$ cat config.mk
export PLATFORM = sky130hd
export DESIGN_NAME = tkdp_list
export DESIGN_NICKNAME = d
export VERILOG_FILES = /design/src/design/tkdp_pkg.sv /design/src/design/tkdp_cell.sv /design/src/design/tkdp_list.sv
export SDC_FILE = /design/constraint.sdc
export NUM_CORES = 2
export LEC_CHECK = 0
export ABC_AREA = 1
export BUFFER_PORTS_ARGS = -buffer_cell sky130_fd_sc_hd__buf_2
export CAP_MARGIN = 20
export CORE_ASPECT_RATIO = 1.5
export CORE_MARGIN = 2
export CORE_UTILIZATION = 44
export DETAILED_ROUTE_END_ITERATION = 10
export PLACE_DENSITY = 0.6
export SLEW_MARGIN = 25
export SYNTH_ARGS = -nofsm -noshare
export SYNTH_HDL_FRONTEND = slang
export SYNTH_SLANG_ARGS = --single-unit
$ cat constraint.sdc
create_clock -name clock -period 6.76 [get_ports clock]
set_clock_uncertainty 0.2 [all_clocks]
set_input_delay 2.028 -clock clock [delete_from_list [all_inputs] [get_ports clock]]
set_output_delay 2.028 -clock clock [all_outputs]
set_load 0.01 [all_outputs]
$ cat src/design/tkdp_pkg.sv
// shared types and constants for the top-k dot-product search block
package tkdp_pkg;

   localparam int VocabDepth = 1024;
   localparam int VectorDim  = 128;
   localparam int TopK       = 16;
   localparam int MaxIgnore  = 4;

   // input item opcodes
   localparam logic [1:0] OP_WR_TABLE = 2'd0;
   localparam logic [1:0] OP_WR_QUERY = 2'd1;
   localparam logic [1:0] OP_IGNORE   = 2'd2;
   localparam logic [1:0] OP_SEARCH   = 2'd3;

   // register indexes
   localparam logic [1:0] REG_VOCAB = 2'd0;
   localparam logic [1:0] REG_DIMS  = 2'd1;
   localparam logic [1:0] REG_TOPK  = 2'd2;
   localparam logic [1:0] REG_FLOOR = 2'd3;

   typedef struct packed {
      logic [1:0]         opcode;
      logic [9:0]         row;
      logic [6:0]         col;
      logic signed [15:0] value;
   } req_type;

   typedef struct packed {
      logic [3:0]         rank;
      logic [9:0]         word_index;
      logic signed [31:0] score;
      logic               slot_valid;
      logic               last;
   } rsp_type;

   // control travelling along the chain of list cells
   typedef struct packed {
      logic clear;  // empty every cell
      logic ins;    // offer a candidate
      logic shift;  // move contents one cell towards rank 0 (readout)
   } cell_ctl_type;

endpackage

$ cat src/design/tkdp_cell.sv
// one slot of the sorted best list; compares the candidate and hands its entry down
module tkdp_cell (
   input  logic                 clock,
   input  logic                 reset,
   input  tkdp_pkg::cell_ctl_type ctl,
   input  logic                 en,        // this slot is within top_k_used
   input  logic signed [31:0]   cand_score,
   input  logic [9:0]           cand_row,
   input  logic                 up_valid,  // neighbour towards rank 0 holds an entry
   input  logic                 up_beats,  // candidate beats the upper neighbour
   input  logic signed [31:0]   up_score,
   input  logic [9:0]           up_row,
   input  logic                 dn_valid,  // neighbour away from rank 0
   input  logic signed [31:0]   dn_score,
   input  logic [9:0]           dn_row,
   output logic                 beats,
   output logic                 valid,
   output logic signed [31:0]   score,
   output logic [9:0]           row
);

   logic               valid_ff, valid_in;
   logic signed [31:0] score_ff, score_in;
   logic [9:0]         row_ff, row_in;
   logic               upper_taken;

   // candidate wins this slot if slot empty or strictly better
   assign beats = !valid_ff || (cand_score > score_ff);
   // upper slot counts as taken-by-candidate when valid and candidate beat it
   assign upper_taken = up_valid && up_beats;

   always_comb begin
      valid_in = valid_ff;
      score_in = score_ff;
      row_in   = row_ff;
      if (ctl.clear) begin
         valid_in = 1'b0;
      end else if (ctl.shift) begin
         valid_in = dn_valid;
         score_in = dn_score;
         row_in   = dn_row;
      end else if (ctl.ins && en && beats) begin
         if (upper_taken) begin
            // candidate sits above: take the upper entry
            valid_in = 1'b1;
            score_in = up_score;
            row_in   = up_row;
         end else if (up_valid) begin
            // upper slot keeps its entry: candidate lands here
            valid_in = 1'b1;
            score_in = cand_score;
            row_in   = cand_row;
         end
      end
   end

   always_ff @(posedge clock) begin
      if (reset) begin
         valid_ff <= 1'b0;
      end else begin
         valid_ff <= valid_in;
      end
      score_ff <= score_in;
      row_ff   <= row_in;
   end

   assign valid = valid_ff;
   assign score = score_ff;
   assign row   = row_ff;

endmodule

$ cat src/design/tkdp_list.sv
// chain of list cells holding the best rows in descending score order
module tkdp_list #(
   parameter int TOP_K = tkdp_pkg::TopK
) (
   input  logic                   clock,
   input  logic                   reset,
   input  tkdp_pkg::cell_ctl_type ctl,
   input  logic [6:0]             k_used,
   input  logic signed [31:0]     cand_score,
   input  logic [9:0]             cand_row,
   output logic                   head_valid,
   output logic signed [31:0]     head_score,
   output logic [9:0]             head_row
);

   logic               beats [TOP_K];
   logic               vld   [TOP_K];
   logic signed [31:0] scr   [TOP_K];
   logic [9:0]         rw    [TOP_K];

   for (genvar i = 0; i < TOP_K; i++) begin : g_cell
      logic               u_v, u_b, d_v;
      logic signed [31:0] u_s, d_s;
      logic [9:0]         u_r, d_r;
      if (i == 0) begin : g_first
         // rank 0 has no upper neighbour: acts as a filled slot never beaten
         assign u_v = 1'b1;
         assign u_b = 1'b0;
         assign u_s = '0;
         assign u_r = '0;
      end else begin : g_mid
         assign u_v = vld[i-1];
         assign u_b = beats[i-1];
         assign u_s = scr[i-1];
         assign u_r = rw[i-1];
      end
      if (i == TOP_K - 1) begin : g_end
         assign d_v = 1'b0;
         assign d_s = '0;
         assign d_r = '0;
      end else begin : g_inner
         assign d_v = vld[i+1];
         assign d_s = scr[i+1];
         assign d_r = rw[i+1];
      end
      tkdp_cell u_cell (
         .clock      (clock),
         .reset      (reset),
         .ctl        (ctl),
         .en         (7'(i) < k_used),
         .cand_score (cand_score),
         .cand_row   (cand_row),
         .up_valid   (u_v),
         .up_beats   (u_b),
         .up_score   (u_s),
         .up_row     (u_r),
         .dn_valid   (d_v),
         .dn_score   (d_s),
         .dn_row     (d_r),
         .beats      (beats[i]),
         .valid      (vld[i]),
         .score      (scr[i]),
         .row        (rw[i])
      );
   end

   assign head_valid = vld[0];
   assign head_score = scr[0];
   assign head_row   = rw[0];

endmodule

After elaboration in Yosys (flattened, before gate mapping)
Cells that the tools add are included.
{"block": "classes", "magnitude_cmp": 32, "mux": 182, "bitwise": 1, "n_reduce_logical": 144}
{"operator": "$mux W32", "n": 61}
{"operator": "$mux W10", "n": 61}
{"operator": "$gt A32 B32 Y1", "n": 16}
{"operator": "$mux W1", "n": 60}
{"operator": "$lt A4 B7 Y1 const A", "n": 8}
{"operator": "$logic_and A1 B1 Y1", "n": 47}
{"operator": "$reduce_and A3 Y1", "n": 15}
{"operator": "$reduce_bool A3 Y1", "n": 15}
{"operator": "$reduce_bool A2 Y1", "n": 17}
{"operator": "$reduce_and A2 Y1", "n": 16}
{"operator": "$lt A3 B7 Y1 const A", "n": 4}
{"operator": "$logic_not A1 Y1", "n": 16}
{"operator": "$logic_or A1 B1 Y1", "n": 16}
{"operator": "$lt A1 B7 Y1 const A", "n": 2}
{"operator": "$lt A2 B7 Y1 const A", "n": 2}
{"operator": "$reduce_or A3 Y1", "n": 1}
{"operator": "$reduce_or A2 Y1", "n": 1}
{"operator": "$not A1 Y1", "n": 1}
{"block": "word_totals", "regBits": 688, "input_bits": 54, "word_cells": 407}

Logic depth before layout (Yosys ltp)
{"block": "logic_depth", "depth_word": 6, "mapped_depth": 21}

Cells and area by module
From an unflattened synthesis, not the netlist that was laid out.
{"block": "hier_totals", "hier_cells": 6272, "area_unflattened_um2": 48609.1}
{"mod": "tkdp_cell", "instances": 16, "cells_each": 389, "area_each_um2": 3025.4, "seq_area_each_um2": 1281.2}
{"mod": "tkdp_list", "instances": 1, "cells_each": 48, "area_each_um2": 202.7, "seq_area_each_um2": 0.0}

Worst setup path after synthesis
Ideal clock, no wire load.
{"block": "synth_timing", "path_type": "input-to-reg", "startpoint": "input cand_score[0]", "endpoint": "register g_cell[12].u_cell.row_ff[0], enable pin", "setup_ns": 0.455, "t_arrival_ns": 5.837, "t_required_ns": 6.105, "slack_ns": 0.267, "cell_stages": 19, "cell_sequence": "clkinv_1 clkbuf_1 ha_1 inv_1 nand2_1 nand2_1 nand2_1 nand2_1 nand2_1 nand2_1 nand2_1 nand2_1 nand2_1 nand2_1 nand2_1 nand3_1 nand2_1 nand2_1 a21oi_1"}
{"block": "synth_between", "elab_chain_len": 5, "word_cells_on_any_way": 9, "classes_between": "order compare: 2; reduce/logical: 7"}
{"element": "from (decl)", "line": "tkdp_list.sv:9", "text": "input logic signed [31:0] cand_score,"}
{"element": "$gt A32 B32 Y1", "line": "tkdp_cell.sv:28", "text": "assign beats = !valid_ff || (cand_score > score_ff);"}
{"element": "$logic_or A1 B1 Y1", "line": "tkdp_cell.sv:28"}
{"element": "$logic_and A1 B1 Y1 (on tied branches)", "line": "tkdp_cell.sv:30, tkdp_cell.sv:42"}
{"element": "$reduce_bool A3 Y1 (no line) / $reduce_bool A2 Y1 (equally long branches)"}
{"element": "$reduce_and A3 Y1 (no line) *"}
{"element": "to (signal assigned)", "line": "tkdp_cell.sv:64", "text": "row_ff <= row_in;"}
{"element": "to (decl)", "line": "tkdp_cell.sv:24", "text": "logic [9:0] row_ff, row_in;"}
Every way passes the cells marked *; elsewhere a longest branch is shown, timed or not.
A chain may end at the register's enable or synchronous reset.

Worst setup path in the final report
{"block": "layout_timing", "startpoint": "input cand_score[6]", "endpoint": "register g_cell[8].u_cell.score_ff[3], data pin"}
{"block": "layout_between", "elab_chain_len": 6}
{"element": "$gt A32 B32 Y1", "line": "tkdp_cell.sv:28"}
{"element": "$logic_or A1 B1 Y1", "line": "tkdp_cell.sv:28"}
{"element": "$logic_and A1 B1 Y1", "line": "tkdp_cell.sv:30", "text": "assign upper_taken = up_valid && up_beats;"}
{"element": "$mux W32", "line": "tkdp_cell.sv:43", "text": "if (upper_taken) begin"}
{"element": "$mux W32", "line": "tkdp_cell.sv:42", "text": "end else if (ctl.ins && en && beats) begin"}
{"element": "$mux W32", "line": "tkdp_cell.sv:38", "text": "end else if (ctl.shift) begin"}
{"element": "to (signal assigned)", "line": "tkdp_cell.sv:63", "text": "score_ff <= score_in;"}
{"element": "to (decl)", "line": "tkdp_cell.sv:23", "text": "logic signed [31:0] score_ff, score_in;"}
Every way passes these cells. The select of a mux whose other input is x is not followed.

==> results.sh <==
export IMPL_status="finished clean"
export IMPL_cts_sinks=688
export IMPL_fmax_ghz=0.191
export IMPL_grt_pass1_vias=45250
export IMPL_root_buffer="clkbuf_16"
export IMPL_routedWlPerCell_um=17.9
export IMPL_total_power_mw=11.4
export IMPL_cts_resized=0
export IMPL_finalHoldViolations=0
export IMPL_ir_drop_mv=0.188
export IMPL_route_detailed_drc=0
export IMPL_hpwl_mm=115
export IMPL_antenna_found_initial=1
export IMPL_gp_congestion=0.959
export IMPL_grt_usage=0.246
export IMPL_drtIter0Drc=3377
export IMPL_critPathMaxFanout=42
export IMPL_port_buffers=96
export IMPL_setup_viol=0
export IMPL_final_nets=7475
export IMPL_synth_most_common_cell="nand2_1"
export IMPL_cts_buffers=76
export IMPL_ys_seq_area_frac=0.392
export IMPL_post_route_period_util=0.775
export IMPL_drive_gt1_frac=0.0495
export IMPL_synth_top_area_cell="edfxtp_1"
export IMPL_post_cts_buffers=0
export IMPL_design_core_area_sq_um=118000
export IMPL_synthArstFlopShare=0
export IMPL_area_growth_synth_to_final_pct=7.51
export IMPL_routed_via_density=5.38
export IMPL_htreeDepth=3
export IMPL_synth_top_area_share=0.386
export IMPL_layout_cells_non_filler=8540
export IMPL_synthDistinctLibCells=37
export IMPL_overflow=0
export IMPL_grt_pass1_wl_mm=243
export IMPL_timing_slew_headroom=0.266
export IMPL_report_final_slew_viol_count=0
export IMPL_worstSkewPairLatency_ns=0.68
export IMPL_critPathRequiredTime_ns=7.10
export IMPL_crit_arrival_ns=5.58
export IMPL_clock_path_buffers=3
export IMPL_tightest_slew_ns=1.10
export IMPL_rsz0062_at_grt="no"
export IMPL_io_pins=97
export IMPL_final_antenna_net_count=0
export IMPL_synth_edf_count=672
export IMPL_design_die_area_sq_um=122000
export IMPL_crit_path_end_kind="flop"
export IMPL_hold_ws_ns=0.314
export IMPL_syn_inst=7076
export IMPL_min_path_type="reg -> reg"
export IMPL_syn_nets=7642
export IMPL_die_h_um=426
export IMPL_tns_ns=0
export IMPL_p_leak_nw=28.0
export IMPL_dpl_cell_count=8401
export IMPL_critPathKind="in -> reg"
export IMPL_cts_tree="yes"
export IMPL_wl_mm=153
export IMPL_ctsHoldBuffers=0
export IMPL_ys_seq_elements=688
export IMPL_clk_pin_slew_worst_paths_ns=0.06
export IMPL_fin_crit_ns=5.24
export IMPL_syn_area_sq_um=52300
export IMPL_vias=45952
export IMPL_syn_avg_cell_area_sq_um=7.39
export IMPL_critPathLaunchType="input port"
export IMPL_synthFlopType="edfxtp_1"
export IMPL_synth_area_leaders="edfxtp_1 39%, nand2_1 18%, ha_1 12%"
export IMPL_powerDensity_nw_per_um2=202
export IMPL_row_count=155
export IMPL_firstDrtPassIters=7
export IMPL_synthTopCellsByCount="2,555 x nand2_1, 881 x inv_1, 678 x nand3_1, 672 x edfxtp_1, 624 x nand4_1"
export IMPL_yosysWarnings=0
export IMPL_grt_max_degree=176
export IMPL_die_width_um=286
export IMPL_cap_violations=0
export IMPL_start_util=0.442
==> cells in the final DEF (no fill, tap or decap), types with 3 or more instances in the layout <==
cell,instances
inv_1,881
dfxtp_2,5
nand2_2,10
inv_2,5
nor3_1,9
o21a_1,25
o21ai_1,4
edfxtp_1,672
clkbuf_16,79
clkinv_2,9
a21o_1,21
nand3_4,3
nand3_1,677
dfxtp_1,11
o21ai_0,80
nand4_1,624
buf_4,97
nand3b_1,3
nor2_1,259
buf_12,3
clkinv_1,22
ha_1,512
a21oi_1,235
clkbuf_1,22
buf_2,95
nor4_2,3
nand2_1,2555
nand3_2,6
a21oi_4,16
==> power by group <==
part	switching [mW]	internal, mW	total (mW)
Clock	1.84	2.18	4.02
Combinational	1.53	0.676	2.20
Sequential	0.139	5.01	5.14
==> state kept, by name, indices dropped and copies added, names as in the netlist <==
register and count:
g_cell.u_cell.row 160, g_cell.u_cell.score 512, g_cell.u_cell.valid 16
==> final cells by class <==
type | instances | area (sq um)
fillers | 11754 | 62200
multi-input cells | 5058 | 26900
flip-flops and latches | 688 | 20500
inverters | 888 | 3340
clock buffers | 101 | 2060
well taps | 1570 | 1960
repair buffers | 197 | 1290
clock inverters | 37 | 223
diodes | 1 | 2.50
==> kinds of logic after synthesis <==
family          share of synthesized area
simple gates                        0.347
buf+inv                            0.0987
compound gates                     0.0399
flops                               0.392
fa+ha+maj                           0.122
==> critical path, cell delays in order <==
cell and delay, ns:
buf_2 0.24, buf_4 0.23, ha_1 0.27, nand2_1 0.07, nor2_1 0.60, nand2_1 0.12
nand2_1 0.15, nand2_1 0.07, nand2_1 0.20, nand2_1 0.15, nand2_1 0.11, nand2_1 0.06
nand2_2 0.09, nand3_2 0.71, nand2_1 0.25, nand3_1 0.10, nand2_1 0.09
==> per-stage QoR <==
stage,util,cell area [sq um],worst slack [ns]
2_1_floorplan,-,52300,0.267
3_5_place_dp,0.455,54000,0.875
3_3_place_gp,0.455,54000,0.922
5_1_grt,0.475,56300,1.31
4_1_cts,0.475,56200,1.59
6_report,0.475,56300,1.52
==> final timing paths <==
| kind | depth (start not counted) | slack, ns | start | end |
|---|---|---|---|---|
| worst max-delay path | 17 | 1.52 | cand_score[6] | g_cell[8].u_cell.score[3] |
| worst max register to register | 16 | 2.92 | g_cell[7].u_cell.score[7] | g_cell[8].u_cell.score[3] |
| worst min register to register | 2 | 0.31 | g_cell[15].u_cell.row[0] | g_cell[14].u_cell.row[0] |
| worst min-delay path | 2 | 0.31 | g_cell[15].u_cell.row[0] | g_cell[14].u_cell.row[0] |
==> metal layers <==
metal  GRT usage  routed length (um)
met1       0.289               62200
met3      0.0279                7070
met4       0.108                6210
met5           0                   7
met2       0.450               77200
No activity file was read; power rests on OpenSTA's default activity.
